[config.mk]
export PLATFORM = sky130hd
export DESIGN_NAME = rle_pattern_run_decoder_flat
export DESIGN_NICKNAME = d
export VERILOG_FILES = /design/src/sv/rpd_pkg.sv /design/src/sv/rpd_if.sv /design/src/sv/rpd_front.sv /design/src/sv/rpd_queue.sv /design/src/sv/rpd_back.sv /design/src/sv/rle_pattern_run_decoder.sv /design/src/flat_wrapper.sv
export SDC_FILE = /design/constraint.sdc
export NUM_CORES = 1
export LEC_CHECK = 0
export BUFFER_PORTS_ARGS = -buffer_cell sky130_fd_sc_hd__buf_4
export CAP_MARGIN = 10
export CORE_UTILIZATION = 55
export DETAILED_ROUTE_END_ITERATION = 10
export PLACE_DENSITY = 0.72
export SYNTH_ARGS = -nofsm -noshare
export SYNTH_HDL_FRONTEND = slang
export SYNTH_SLANG_ARGS = --single-unit
[constraint.sdc]
create_clock -name i_clk -period 8.5 [get_ports i_clk]
set_input_delay 0.425 -clock i_clk [delete_from_list [all_inputs] [get_ports i_clk]]
set_output_delay 0.425 -clock i_clk [all_outputs]
set_load 0.01 [all_outputs]
[src/sv/rpd_pkg.sv]
`default_nettype none
package rpd_pkg;

    localparam int MAX_DIM = 256;
    localparam int DIM_CAP = (MAX_DIM > 256) ? 256 : ((MAX_DIM < 2) ? 2 : MAX_DIM);
    localparam logic [8:0] DIM_LIMIT = 9'(DIM_CAP);
    localparam logic [8:0] DIM_MIN = 9'd2;
    localparam logic [8:0] DIM_RESET = 9'd256;

    localparam int POS_W = 17;
    localparam int CNT_W = 17;
    localparam logic [CNT_W-1:0] COUNT_MAX = '1;
    localparam int DIV_STEPS = POS_W;
    localparam int STEP_W = $clog2(DIV_STEPS);
    localparam int TARGET_W = POS_W + 1 + 9;

    localparam int QDEPTH = 2;
    localparam int QPTR_W = (QDEPTH > 1) ? $clog2(QDEPTH) : 1;
    localparam int QCNT_W = $clog2(QDEPTH + 1);

    localparam int CFG_IDX_W = 4;
    localparam int CFG_DATA_W = 9;
    localparam logic [CFG_IDX_W-1:0] REG_GRID_WIDTH = 4'd0;
    localparam logic [CFG_IDX_W-1:0] REG_GRID_HEIGHT = 4'd1;

    localparam logic [7:0] CH_LIVE = 8'h6F;
    localparam logic [7:0] CH_DEAD = 8'h62;
    localparam logic [7:0] CH_ROW = 8'h24;
    localparam logic [7:0] CH_ZERO = 8'h30;
    localparam logic [7:0] CH_NINE = 8'h39;

    typedef enum logic [2:0] {
        OP_DIGIT,
        OP_LIVE,
        OP_SKIP,
        OP_ROW,
        OP_END
    } t_op;

    typedef struct packed {
        t_op        op;
        logic [3:0] digit;
    } t_cmd;

    typedef enum logic [1:0] {
        STS_OK,
        STS_OVERFLOW,
        STS_NO_LIVE,
        STS_ROWS
    } t_status;

    typedef enum logic [1:0] {
        ST_IDLE,
        ST_DIV,
        ST_MUL,
        ST_ROW
    } t_state;

    function automatic logic [8:0] eff_dim(input logic [8:0] v);
        logic [8:0] r;
        if (v < DIM_MIN) begin
            r = DIM_MIN;
        end else if (v > DIM_LIMIT) begin
            r = DIM_LIMIT;
        end else begin
            r = v;
        end
        return r;
    endfunction

endpackage
`default_nettype wire

[src/sv/rpd_if.sv]
`default_nettype none
interface rpd_in_if;
    logic       valid;
    logic       ready;
    logic [7:0] char_code;
    logic       end_of_text;
    modport source(output valid, output char_code, output end_of_text, input ready);
    modport sink(input valid, input char_code, input end_of_text, output ready);
endinterface

interface rpd_out_if;
    logic        valid;
    logic        ready;
    logic        is_status;
    logic [15:0] run_start;
    logic [16:0] run_length;
    logic [1:0]  status_code;
    modport source(output valid, output is_status, output run_start, output run_length,
                   output status_code, input ready);
    modport sink(input valid, input is_status, input run_start, input run_length,
                 input status_code, output ready);
endinterface

interface rpd_cfg_if;
    logic                          valid;
    logic                          ready;
    logic [rpd_pkg::CFG_IDX_W-1:0]  index;
    logic [rpd_pkg::CFG_DATA_W-1:0] data;
    modport source(output valid, output index, output data, input ready);
    modport sink(input valid, input index, input data, output ready);
endinterface
`default_nettype wire

[src/sv/rpd_front.sv]
`default_nettype none
module rpd_front (
    input  wire logic          i_clk,
    input  wire logic          i_rst_n,
    rpd_in_if.sink             i_in,
    output rpd_pkg::t_cmd      o_push_cmd,
    output logic               o_push_valid,
    input  wire logic          i_push_ready
);

    logic          r_valid;
    logic          n_valid;
    rpd_pkg::t_cmd r_cmd;
    rpd_pkg::t_cmd n_cmd;
    rpd_pkg::t_cmd w_cmd;
    logic          w_keep;
    logic          w_accept;

    assign i_in.ready = !r_valid || i_push_ready;
    assign w_accept = i_in.valid && i_in.ready;
    assign o_push_valid = r_valid;
    assign o_push_cmd = r_cmd;

    always_comb begin
        w_keep = 1'b1;
        w_cmd.op = rpd_pkg::OP_END;
        w_cmd.digit = 4'(i_in.char_code - rpd_pkg::CH_ZERO);
        if (i_in.end_of_text) begin
            w_cmd.op = rpd_pkg::OP_END;
        end else if (i_in.char_code >= rpd_pkg::CH_ZERO && i_in.char_code <= rpd_pkg::CH_NINE) begin
            w_cmd.op = rpd_pkg::OP_DIGIT;
        end else begin
            unique case (i_in.char_code)
                rpd_pkg::CH_LIVE: w_cmd.op = rpd_pkg::OP_LIVE;
                rpd_pkg::CH_DEAD: w_cmd.op = rpd_pkg::OP_SKIP;
                rpd_pkg::CH_ROW:  w_cmd.op = rpd_pkg::OP_ROW;
                default:          w_keep = 1'b0;
            endcase
        end
    end

    always_comb begin
        n_valid = r_valid && !i_push_ready;
        n_cmd = r_cmd;
        if (w_accept && w_keep) begin
            n_valid = 1'b1;
            n_cmd = w_cmd;
        end
    end

    always_ff @(posedge i_clk) begin
        if (!i_rst_n) begin
            r_valid <= 1'b0;
        end else begin
            r_valid <= n_valid;
        end
        r_cmd <= n_cmd;
    end

endmodule
`default_nettype wire

[src/sv/rpd_queue.sv]
`default_nettype none
module rpd_queue (
    input  wire logic          i_clk,
    input  wire logic          i_rst_n,
    input  wire rpd_pkg::t_cmd i_push_cmd,
    input  wire logic          i_push_valid,
    output logic               o_push_ready,
    output rpd_pkg::t_cmd      o_pop_cmd,
    output logic               o_pop_valid,
    input  wire logic          i_pop_ready
);

    localparam logic [rpd_pkg::QPTR_W-1:0] LAST = rpd_pkg::QPTR_W'(rpd_pkg::QDEPTH - 1);
    localparam logic [rpd_pkg::QCNT_W-1:0] FULL = rpd_pkg::QCNT_W'(rpd_pkg::QDEPTH);

    rpd_pkg::t_cmd                r_mem [rpd_pkg::QDEPTH];
    logic [rpd_pkg::QPTR_W-1:0]   r_wr;
    logic [rpd_pkg::QPTR_W-1:0]   r_rd;
    logic [rpd_pkg::QCNT_W-1:0]   r_cnt;
    logic                         w_push;
    logic                         w_pop;

    assign o_push_ready = r_cnt != FULL;
    assign o_pop_valid = r_cnt != '0;
    assign o_pop_cmd = r_mem[r_rd];
    assign w_push = i_push_valid && o_push_ready;
    assign w_pop = o_pop_valid && i_pop_ready;

    always_ff @(posedge i_clk) begin
        if (!i_rst_n) begin
            r_wr <= '0;
            r_rd <= '0;
            r_cnt <= '0;
        end else begin
            if (w_push) begin
                r_wr <= (r_wr == LAST) ? '0 : r_wr + 1'b1;
            end
            if (w_pop) begin
                r_rd <= (r_rd == LAST) ? '0 : r_rd + 1'b1;
            end
            if (w_push && !w_pop) begin
                r_cnt <= r_cnt + 1'b1;
            end else if (w_pop && !w_push) begin
                r_cnt <= r_cnt - 1'b1;
            end
        end
        if (w_push) begin
            r_mem[r_wr] <= i_push_cmd;
        end
    end

endmodule
`default_nettype wire

[src/sv/rpd_back.sv]
`default_nettype none
module rpd_back (
    input  wire logic          i_clk,
    input  wire logic          i_rst_n,
    rpd_cfg_if.sink            i_cfg,
    input  wire rpd_pkg::t_cmd i_pop_cmd,
    input  wire logic          i_pop_valid,
    output logic               o_pop_ready,
    rpd_out_if.source          o_out
);

    localparam int PW = rpd_pkg::POS_W;
    localparam int CW = rpd_pkg::CNT_W;
    localparam int TW = rpd_pkg::TARGET_W;

    rpd_pkg::t_state           r_state, n_state;
    logic [8:0]                r_w, r_h;
    logic [PW-1:0]             r_total;
    logic [PW-1:0]             r_pos, n_pos;
    logic [CW-1:0]             r_repeat, n_repeat;
    logic                      r_count_present, n_count_present;
    logic [CW-1:0]             r_rows, n_rows;
    logic                      r_any_live, n_any_live;
    logic                      r_overflow, n_overflow;
    logic [CW-1:0]             r_mult, n_mult;
    logic [8:0]                r_rem, n_rem;
    logic [PW-1:0]             r_quo, n_quo;
    logic [rpd_pkg::STEP_W-1:0] r_step, n_step;
    logic [TW-1:0]             r_target, n_target;
    logic                      r_out_valid, n_out_valid;
    logic                      r_out_is_status, n_out_is_status;
    logic [15:0]               r_out_start, n_out_start;
    logic [16:0]               r_out_len, n_out_len;
    rpd_pkg::t_status          r_out_code, n_out_code;

    logic [CW-1:0]             w_mult;
    logic [CW+3:0]             w_digit_next;
    logic [PW:0]               w_run_end;
    logic [9:0]                w_trial;
    logic [PW:0]               w_row_sum;
    logic [CW:0]               w_rows_sum;
    logic                      w_cfg_wr;

    assign i_cfg.ready = 1'b1;
    assign w_cfg_wr = i_cfg.valid;

    assign o_out.valid = r_out_valid;
    assign o_out.is_status = r_out_is_status;
    assign o_out.run_start = r_out_start;
    assign o_out.run_length = r_out_len;
    assign o_out.status_code = r_out_code;

    assign w_mult = r_count_present ? r_repeat : CW'(1);
    assign w_digit_next = {1'b0, r_repeat, 3'b000} + {3'b000, r_repeat, 1'b0}
                        + (CW+4)'(i_pop_cmd.digit);
    assign w_run_end = {1'b0, r_pos} + {1'b0, w_mult};
    assign w_trial = {r_rem, r_quo[PW-1]};
    assign w_row_sum = {1'b0, r_quo} + (PW+1)'(r_mult);
    assign w_rows_sum = {1'b0, r_rows} + {1'b0, r_mult};

    always_comb begin
        n_state = r_state;
        n_pos = r_pos;
        n_repeat = r_repeat;
        n_count_present = r_count_present;
        n_rows = r_rows;
        n_any_live = r_any_live;
        n_overflow = r_overflow;
        n_mult = r_mult;
        n_rem = r_rem;
        n_quo = r_quo;
        n_step = r_step;
        n_target = r_target;
        n_out_valid = r_out_valid && !o_out.ready;
        n_out_is_status = r_out_is_status;
        n_out_start = r_out_start;
        n_out_len = r_out_len;
        n_out_code = r_out_code;
        o_pop_ready = 1'b0;

        unique case (r_state)
            rpd_pkg::ST_IDLE: begin
                if (i_pop_valid && (!r_out_valid || o_out.ready)) begin
                    o_pop_ready = 1'b1;
                    if (i_pop_cmd.op == rpd_pkg::OP_END) begin
                        n_out_valid = 1'b1;
                        n_out_is_status = 1'b1;
                        n_out_start = '0;
                        n_out_len = '0;
                        if (r_overflow) begin
                            n_out_code = rpd_pkg::STS_OVERFLOW;
                        end else if (!r_any_live) begin
                            n_out_code = rpd_pkg::STS_NO_LIVE;
                        end else if (r_rows > CW'(r_h)) begin
                            n_out_code = rpd_pkg::STS_ROWS;
                        end else begin
                            n_out_code = rpd_pkg::STS_OK;
                        end
                        n_pos = '0;
                        n_repeat = '0;
                        n_count_present = 1'b0;
                        n_rows = '0;
                        n_any_live = 1'b0;
                        n_overflow = 1'b0;
                    end else if (!r_overflow) begin
                        case (i_pop_cmd.op) inside
                            rpd_pkg::OP_DIGIT: begin
                                n_count_present = 1'b1;
                                if (w_digit_next > (CW+4)'(rpd_pkg::COUNT_MAX)) begin
                                    n_repeat = rpd_pkg::COUNT_MAX;
                                end else begin
                                    n_repeat = w_digit_next[CW-1:0];
                                end
                            end
                            rpd_pkg::OP_ROW: begin
                                n_repeat = '0;
                                n_count_present = 1'b0;
                                n_mult = w_mult;
                                n_rem = '0;
                                n_quo = r_pos;
                                n_step = '0;
                                n_state = rpd_pkg::ST_DIV;
                            end
                            rpd_pkg::OP_LIVE, rpd_pkg::OP_SKIP: begin
                                n_repeat = '0;
                                n_count_present = 1'b0;
                                if (w_run_end > {1'b0, r_total}) begin
                                    n_overflow = 1'b1;
                                end else begin
                                    n_pos = w_run_end[PW-1:0];
                                    if (i_pop_cmd.op == rpd_pkg::OP_LIVE && w_mult != '0) begin
                                        n_any_live = 1'b1;
                                        n_out_valid = 1'b1;
                                        n_out_is_status = 1'b0;
                                        n_out_start = r_pos[15:0];
                                        n_out_len = w_mult;
                                        n_out_code = rpd_pkg::STS_OK;
                                    end
                                end
                            end
                            default: begin
                            end
                        endcase
                    end
                end
            end
            rpd_pkg::ST_DIV: begin
                if (w_trial >= {1'b0, r_w}) begin
                    n_rem = 9'(w_trial - {1'b0, r_w});
                    n_quo = {r_quo[PW-2:0], 1'b1};
                end else begin
                    n_rem = w_trial[8:0];
                    n_quo = {r_quo[PW-2:0], 1'b0};
                end
                n_step = r_step + 1'b1;
                if (r_step == rpd_pkg::STEP_W'(rpd_pkg::DIV_STEPS - 1)) begin
                    n_state = rpd_pkg::ST_MUL;
                end
            end
            rpd_pkg::ST_MUL: begin
                n_target = TW'(w_row_sum) * TW'(r_w);
                n_state = rpd_pkg::ST_ROW;
            end
            rpd_pkg::ST_ROW: begin
                if (r_target > TW'(r_total)) begin
                    n_overflow = 1'b1;
                end else begin
                    n_pos = r_target[PW-1:0];
                    n_rows = w_rows_sum[CW] ? rpd_pkg::COUNT_MAX : w_rows_sum[CW-1:0];
                end
                n_state = rpd_pkg::ST_IDLE;
            end
            default: begin
                n_state = rpd_pkg::ST_IDLE;
            end
        endcase
    end

    always_ff @(posedge i_clk) begin
        if (!i_rst_n) begin
            r_state <= rpd_pkg::ST_IDLE;
            r_w <= rpd_pkg::eff_dim(rpd_pkg::DIM_RESET);
            r_h <= rpd_pkg::eff_dim(rpd_pkg::DIM_RESET);
            r_total <= PW'(rpd_pkg::eff_dim(rpd_pkg::DIM_RESET))
                     * PW'(rpd_pkg::eff_dim(rpd_pkg::DIM_RESET));
            r_pos <= '0;
            r_repeat <= '0;
            r_count_present <= 1'b0;
            r_rows <= '0;
            r_any_live <= 1'b0;
            r_overflow <= 1'b0;
            r_out_valid <= 1'b0;
        end else begin
            r_state <= n_state;
            if (w_cfg_wr && i_cfg.index == rpd_pkg::REG_GRID_WIDTH) begin
                r_w <= rpd_pkg::eff_dim(i_cfg.data);
            end
            if (w_cfg_wr && i_cfg.index == rpd_pkg::REG_GRID_HEIGHT) begin
                r_h <= rpd_pkg::eff_dim(i_cfg.data);
            end
            r_total <= PW'(r_w) * PW'(r_h);
            r_pos <= n_pos;
            r_repeat <= n_repeat;
            r_count_present <= n_count_present;
            r_rows <= n_rows;
            r_any_live <= n_any_live;
            r_overflow <= n_overflow;
            r_out_valid <= n_out_valid;
        end
        r_mult <= n_mult;
        r_rem <= n_rem;
        r_quo <= n_quo;
        r_step <= n_step;
        r_target <= n_target;
        r_out_is_status <= n_out_is_status;
        r_out_start <= n_out_start;
        r_out_len <= n_out_len;
        r_out_code <= n_out_code;
    end

endmodule
`default_nettype wire

[src/sv/rle_pattern_run_decoder.sv]
// Channel  Dir  Payload                                          Accepted when
// i_in     in   char_code[7:0], end_of_text                      valid && ready
// o_out    out  is_status, run_start[15:0], run_length[16:0],    valid && ready
//               status_code[1:0]
// i_cfg    in   index[3:0], data[8:0]                            valid && ready
//
// A digit, 'o', 'b' or end item is executed in the idle state of the executing stage;
// a '$' passes through the issue state, the 17-step restoring divider, a multiply
// state and a compare state. Other characters are dropped at the front.
// Reset is synchronous and active low and leaves a 256 by 256 grid.
// The front and the executing stage stall independently through a two-entry queue.
`default_nettype none
module rle_pattern_run_decoder (
    input  wire logic i_clk,
    input  wire logic i_rst_n,
    rpd_in_if.sink    i_in,
    rpd_out_if.source o_out,
    rpd_cfg_if.sink   i_cfg
);

    rpd_pkg::t_cmd w_push_cmd;
    logic          w_push_valid;
    logic          w_push_ready;
    rpd_pkg::t_cmd w_pop_cmd;
    logic          w_pop_valid;
    logic          w_pop_ready;

    rpd_front u_front (
        .i_clk        (i_clk),
        .i_rst_n      (i_rst_n),
        .i_in         (i_in),
        .o_push_cmd   (w_push_cmd),
        .o_push_valid (w_push_valid),
        .i_push_ready (w_push_ready)
    );

    rpd_queue u_queue (
        .i_clk        (i_clk),
        .i_rst_n      (i_rst_n),
        .i_push_cmd   (w_push_cmd),
        .i_push_valid (w_push_valid),
        .o_push_ready (w_push_ready),
        .o_pop_cmd    (w_pop_cmd),
        .o_pop_valid  (w_pop_valid),
        .i_pop_ready  (w_pop_ready)
    );

    rpd_back u_back (
        .i_clk       (i_clk),
        .i_rst_n     (i_rst_n),
        .i_cfg       (i_cfg),
        .i_pop_cmd   (w_pop_cmd),
        .i_pop_valid (w_pop_valid),
        .o_pop_ready (w_pop_ready),
        .o_out       (o_out)
    );

endmodule
`default_nettype wire
[src/flat_wrapper.sv]
// flat-port wrapper written by rule: the top's interface ports become plain ports
module rle_pattern_run_decoder_flat 
  (i_clk, i_rst_n, i_in_valid, i_in_char_code, i_in_end_of_text, i_in_ready, o_out_valid, o_out_is_status, o_out_run_start, o_out_run_length, o_out_status_code, o_out_ready, i_cfg_valid, i_cfg_index, i_cfg_data, i_cfg_ready);
  rpd_in_if i_in_i ();
  rpd_out_if o_out_i ();
  rpd_cfg_if i_cfg_i ();
  input  wire logic i_clk;
  input  wire logic i_rst_n;
  input wire logic [$bits(i_in_i.valid)-1:0] i_in_valid;
  input wire logic [$bits(i_in_i.char_code)-1:0] i_in_char_code;
  input wire logic [$bits(i_in_i.end_of_text)-1:0] i_in_end_of_text;
  output wire logic [$bits(i_in_i.ready)-1:0] i_in_ready;
  output wire logic [$bits(o_out_i.valid)-1:0] o_out_valid;
  output wire logic [$bits(o_out_i.is_status)-1:0] o_out_is_status;
  output wire logic [$bits(o_out_i.run_start)-1:0] o_out_run_start;
  output wire logic [$bits(o_out_i.run_length)-1:0] o_out_run_length;
  output wire logic [$bits(o_out_i.status_code)-1:0] o_out_status_code;
  input wire logic [$bits(o_out_i.ready)-1:0] o_out_ready;
  input wire logic [$bits(i_cfg_i.valid)-1:0] i_cfg_valid;
  input wire logic [$bits(i_cfg_i.index)-1:0] i_cfg_index;
  input wire logic [$bits(i_cfg_i.data)-1:0] i_cfg_data;
  output wire logic [$bits(i_cfg_i.ready)-1:0] i_cfg_ready;
  assign i_in_i.valid = i_in_valid;
  assign i_in_i.char_code = i_in_char_code;
  assign i_in_i.end_of_text = i_in_end_of_text;
  assign i_in_ready = i_in_i.ready;
  assign o_out_valid = o_out_i.valid;
  assign o_out_is_status = o_out_i.is_status;
  assign o_out_run_start = o_out_i.run_start;
  assign o_out_run_length = o_out_i.run_length;
  assign o_out_status_code = o_out_i.status_code;
  assign o_out_i.ready = o_out_ready;
  assign i_cfg_i.valid = i_cfg_valid;
  assign i_cfg_i.index = i_cfg_index;
  assign i_cfg_i.data = i_cfg_data;
  assign i_cfg_ready = i_cfg_i.ready;
  rle_pattern_run_decoder u_core (.i_clk(i_clk), .i_rst_n(i_rst_n), .i_in(i_in_i), .o_out(o_out_i), .i_cfg(i_cfg_i));
endmodule
Word level (Yosys, flattened, before mapping)
Memories as Yosys holds them, arrays and structs flattened. A register that Yosys moved wholly into a read port is not among the register bits. Cells that the tools add are included.

Add/sub/neg operators: 12. Multiply operators: 2. Divide/modulo/power cells: 0. Order comparisons: 9. Equality and inequality tests: 31. Shift operators: 0. Mux-type cells: 124. Bitwise operators: 3. Reduce and logical (&&, ||, !) cells: 43.

Operators with widths (number): $mux W17 (30); $pmux W17 S2 (3); $mux W16 (6); $mux W9 (8); $add A17 B17 Y18 (3); $mux W1 (48); $mux W2 (18); $gt A27 B17 Y1 (1); $mul A18 B9 Y27 (1); $ne A2 B2 Y1 const B (13); $mux W5 (5); $add A20 B18 Y21 (1); $add A21 B4 Y21 (1); $gt A21 B17 Y1 const B (1); $gt A18 B17 Y1 (1); $pmux W9 S2 (1); $reduce_and A6 Y1 (3); $gt A17 B9 Y1 (1); $mul A9 B9 Y17 (1); $reduce_bool A17 Y1 (1); $eq A8 B7 Y1 const B (2); $reduce_and A8 Y1 (2); $logic_and A1 B1 Y1 (13); $ne A3 B3 Y1 const B (4); 38 further kinds (56).

Bits in registers: 215. Bits in latches: 0. RAM bits: 14. Bits in read-only memories: 0. Input bits: 27. Output and inout bits: 39. Logic and storage cells: 252. Memories kept: 1.

Memories: u_core.u_queue.r_mem (depth 2, width 7, rd ports 1, clocked after memory_dff 1, write ports 1, RTL line rpd_queue.sv:16) `rpd_pkg::t_cmd r_mem [rpd_pkg::QDEPTH];`.

Longest topological paths before layout
Depth in word-level cells: 12. Mapped depth: 28. Gate-level depth less buffers: 28.

Cells and area by module
A second synthesis with hierarchy kept.

Cells, all modules: 2225. Area total of the unflattened synthesis: 20967.6 sq um.

By module, submodules not included: rpd_back (instances 1, cells each 2146, area each 19817.8 sq um, sequential area each 5175.0 sq um); rpd_queue (instances 1, cells each 46, area each 747.0 sq um, sequential area each 520.5 sq um); rpd_front (instances 1, cells each 33, area each 402.9 sq um, sequential area each 230.2 sq um).

Least setup slack after synthesis
OpenSTA, ideal clock, no wires.

Path type: register to register. Start: reg u_core.u_back.r_mult[1]. End: reg u_core.u_back.r_target[24], data pin. Setup time: 0.265 ns. Data arrival time: 5.894 ns. Required time: 8.235 ns. Path slack: 2.340 ns. Cell stages (with the launch flop): 25. Path buffers: 0. Clock period less this slack: 6.160 ns. Cell sequence: edfxtp_1 -> ha_1 -> a21o_1 -> a21oi_1 -> o21ai_1 -> a21oi_1 -> or2_2 -> o21ai_1 -> xor2_1 -> nand2_1 -> fa_1 -> inv_1 -> fa_1 -> inv_1 -> fa_1 -> fa_1 -> inv_1 -> ha_1 -> a2111oi_0 -> a21oi_1 -> a211o_1 -> a31oi_1 -> o311a_1 -> a21oi_1 -> xor2_1.

Cells in the longest elaborated chain, start to end: 2.

Ends and longest elaborated chain: start, declared (RTL line rpd_back.sv:25) `logic [CW-1:0] r_mult, n_mult;`; start signal, assigned (RTL line rpd_back.sv:210) `r_mult <= n_mult;`; $add A17 B17 Y18 (RTL line rpd_back.sv:58) `assign w_row_sum = {1'b0, r_quo} + (PW+1)'(r_mult);`; $mul A18 B9 Y27 (RTL line rpd_back.sv:161) `n_target = TW'(w_row_sum) * TW'(r_w);`; end signal, assigned (RTL line rpd_back.sv:214) `r_target <= n_target;`; end, declared (RTL line rpd_back.sv:29) `logic [TW-1:0] r_target, n_target;`.

No other way between the ends. A chain may end at the register's enable or synchronous reset.

Worst setup path in the final report
Start: reg u_core.u_back.r_mult[0]. End: reg u_core.u_back.r_target[25], data pin.

Same word-level chain as after synthesis.

==> results.py <==
metrics = {
    "floorplanning": {
        "fp-row-count": 71,
        "io_pins": 66,
        "die_h_um": 198,
        "coreArea_um2": 37800,
        "start_util": 0.561,
        "dieArea_um2": 39300,
        "fp.dieW_um": 198,
    },
    "worst_setup_path": {
        "crit_cells": 27,
        "slowest_stage": "xnor2_1",
        "path_class": "reg -> reg",
        "r2r-end": "u_core.u_back.r_target[25]$_DFFE_PP_",
        "crit_family": "adder cells",
        "path_max_fanout": 9,
        "crit_path_start_kind": "register",
        "rrSetupSlack_ps": 1280,
        "slowest_delay_ps": 740,
        "r2r_start": "u_core.u_back.r_mult[0]$_DFFE_PP_",
        "required_ps": 8800,
        "cp_num_buf_inv": 4,
        "cp-endpoint": "u_core.u_back.r_target[25]$_DFFE_PP_",
        "arrival_ps": 7520,
        "endpoint_kind": "register",
        "crit_top_cell": "fa_1",
        "rr_worst_depth": 27,
        "cp-startpoint": "u_core.u_back.r_mult[0]$_DFFE_PP_",
    },
    "cells_and_area": {
        "layout_commonest_cell": "inv_1",
        "areaGrowthSynthToFinish_pct": 8.65,
        "nFillCells": 3167,
        "drive_gt1_frac": 0.0822,
        "diodes": 0,
        "fin_cells": 2810,
        "nets": 2700,
        "final_area_um2": 23000,
        "final_util": 0.610,
        "final_cell_mix": "296 x inv_1, 226 x ha_1, 215 x nand2_1",
    },
    "placed_design": {
        "gp_congestion": 0.960,
        "placed_cell_area_um2": 22100,
        "dpl_worst_slack_ps": 1400,
        "port-buffer-count": 64,
        "hpwl_um": 41600,
        "placedCellCount": 2760,
    },
    "sta": {
        "tightest_slew_ps": 1190,
        "maxSlewHeadroom": 0.203,
        "holdWs_ps": 77.9,
        "min_period_ps": 7220,
        "rsz0062_at_grt": "false",
        "max_freq_mhz": 139,
        "drv_slew": 0,
        "tns_ps": 0,
        "finalSetupViolations": 0,
        "finalCritPeriodShare": 0.849,
        "finClkSkew_ps": 18.7,
        "setup_ws_ps": 1280,
        "finalHoldViolCount": 0,
    },
    "power_and_ir_drop": {
        "p_switching_mw": 1.22,
        "swShare": 0.342,
        "intPower_mw": 2.35,
        "power.leakage_nw": 10.7,
        "peakVddDrop_mv": 0.139,
        "p_comb_frac": 0.300,
        "power.density_nw_per_um2": 155,
        "power_mw": 3.57,
        "power_frac_seq": 0.387,
        "clkPwrFrac": 0.313,
    },
    "detailed_routing": {
        "via_count": 16200,
        "wirelength_um": 53500,
        "drc_errors": 0,
        "drt_pass1_iterations": 5,
        "via_per_inst": 5.78,
        "antenna_left": 0,
        "drt_iter0_drc": 1037,
        "drt-wirelength-per-cell_um": 19.0,
    },
    "clock_network": {
        "post_cts_buffers": 0,
        "htreeDepth": 1,
        "post_cts_resized": 0,
        "clock_sinks": 230,
        "clock_path_buffers": 3,
        "cts-root-buf": "clkbuf_16",
        "numCtsBuffers": 26,
        "cts.reportedPaths.clkPinSlew_ps": 60,
        "cts-hold-fix-buffers": 0,
        "cts_tree": "built",
        "clock_latency_ps": 560,
    },
    "hold_path": {
        "hold_class": "in -> reg",
    },
    "run": {
        "drv_cap": 0,
    },
    "synth": {
        "post_synth_num_cell_types": 86,
        "ys_ff_latch": 230,
        "synth_edf_count": 132,
        "async_flop_share": 0,
        "mappedNetlistArea_um2": 21200,
        "syn_nets": 2658,
        "synth_top_cell_area_share": 0.187,
        "yosysWarnings": 0,
        "synth_area_leader_cell": "edfxtp_1",
        "synth.avg_cell_area_um2": 9.47,
        "yosysSeqAreaShare": 0.280,
        "synth-main-ff-cell": "edfxtp_1",
        "synthCells": 2237,
        "synth_area_leaders": "edfxtp_1 19%, fa_1 16%, ha_1 13%, dfxtp_1 9.3%, inv_1 5.2%",
    },
    "status": {
        "status": "finished clean",
    },
    "grt": {
        "first_global_vias": 16200,
        "grt_max_degree": 42,
        "grt_pass1_wl_um": 85500,
        "grtUsageTotal": 0.281,
        "grt-ovfl-total": 0,
        "antenna_found_initial": 0,
    },
}
==> Yosys cell counts, types with 4 or more instances <==
| cell | number |
|---|---|
| inv_1 | 296 |
| ha_1 | 226 |
| nand2_1 | 215 |
| fa_1 | 168 |
| nor2_1 | 142 |
| and2_1 | 133 |
| edfxtp_1 | 132 |
| a21oi_1 | 99 |
| dfxtp_1 | 98 |
| xnor2_1 | 67 |
| clkbuf_1 | 57 |
| o21ai_0 | 53 |
| mux2i_1 | 40 |
| nor3_1 | 37 |
| nand2b_1 | 35 |
| a21o_1 | 30 |
| and3_1 | 26 |
| nand3_1 | 26 |
| nor2b_1 | 26 |
| mux2_2 | 24 |
| xor2_1 | 22 |
| o21a_1 | 21 |
| o21ai_1 | 20 |
| a211oi_1 | 18 |
| o2bb2ai_1 | 16 |
| nor4_1 | 15 |
| or3_1 | 15 |
| a31oi_1 | 12 |
| nand4_1 | 12 |
| o211ai_1 | 11 |
| nor3_2 | 10 |
| o31ai_1 | 9 |
| a211o_1 | 8 |
| o21bai_1 | 8 |
| a22o_1 | 7 |
| nand3b_1 | 7 |
| a2111oi_0 | 5 |
| a21boi_0 | 4 |
| a221o_1 | 4 |
| buf_2 | 4 |
| o2111ai_1 | 4 |
| o221a_1 | 4 |
| o22a_1 | 4 |
| or2_2 | 4 |
| or4_1 | 4 |
==> per-layer routing <==
| metal | share of wire | vias up | track usage |
|---|---|---|---|
| met3 | 0.075 | 136 | 0.0548 |
| met4 | 0.050 | 0 | 0.132 |
| li1 | - | 7672 | - |
| met1 | 0.42 | 7955 | 0.369 |
| met5 | 0 | - | 0 |
| met2 | 0.45 | 486 | 0.445 |
==> how the worst min path moves through the flow <==
stage,to,from,cells past startpoint,slack [ps]
after global routing,u_core.u_front.o_push_cmd[0]$_DFFE_PP_,i_in_char_code[0],1,70
after global placement,u_core.u_queue.r_mem[0][2]$_DFFE_PP_,u_core.u_front.o_push_cmd[2]$_DFFE_PP_,0,420
after floorplan,u_core.u_queue.r_mem[0][0]$_DFFE_PP_,u_core.u_front.o_push_cmd[0]$_DFFE_PP_,0,420
after detailed placement,u_core.u_queue.r_mem[1][2]$_DFFE_PP_,u_core.u_front.o_push_cmd[2]$_DFFE_PP_,0,430
after CTS,u_core.u_front.o_push_cmd[1]$_DFFE_PP_,i_in_char_code[1],1,70
final,u_core.u_front.o_push_cmd[1]$_DFFE_PP_,i_in_char_code[1],1,80
==> cell type report <==
class	instances	area [um^2]	share of cell area
inverters	297	1110	0.0484
flip-flops and latches	230	5930	0.257
well taps	511	639	0.0278
repair buffers	83	634	0.0276
multi-input cells	1641	13900	0.602
clock inverters	15	96.3	0.00419
clock buffers	33	751	0.0326
==> state kept, by name (all words and copies together), names as in the netlist, 5 cells and up, named ones only <==
register,cells
u_core.u_queue.r_mem,14
u_core.u_back.r_rem,9
u_core.u_back.r_target,27
u_core.u_back.r_pos,17
u_core.u_back.r_rows,17
u_core.u_back.r_repeat,17
u_core.u_back.o_out.run_length,17
u_core.u_back.r_w,9
u_core.u_back.r_quo,17
u_core.u_back.r_h,9
u_core.u_front.o_push_cmd,7
u_core.u_back.r_mult,17
u_core.u_back.r_step,5
u_core.u_back.r_total,17
u_core.u_back.o_out.run_start,16
==> power by group through the flow <==
stage | Sequential, mW | Combinational (mW) | Clock (mW)
floorplan | 1.37 | 0.784 | 0
global placement | 1.40 | 1.03 | 0
detailed placement | 1.40 | 1.06 | 0
CTS | 1.38 | 1.06 | 1.13
global route | 1.39 | 1.19 | 1.18
finish | 1.38 | 1.07 | 1.12
==> cell families after synthesis <==
logic type                 share of synthesized area
AOI/OAI and AO/OA                              0.121
xor gates and xnor gates                      0.0368
adders and majority gates                      0.292
buffers and inverters                         0.0665
DFF                                            0.280
muxes                                         0.0323
other                                       0.000177
and+or+nand+nor                                0.172
(Power assumes the default switching activity.)
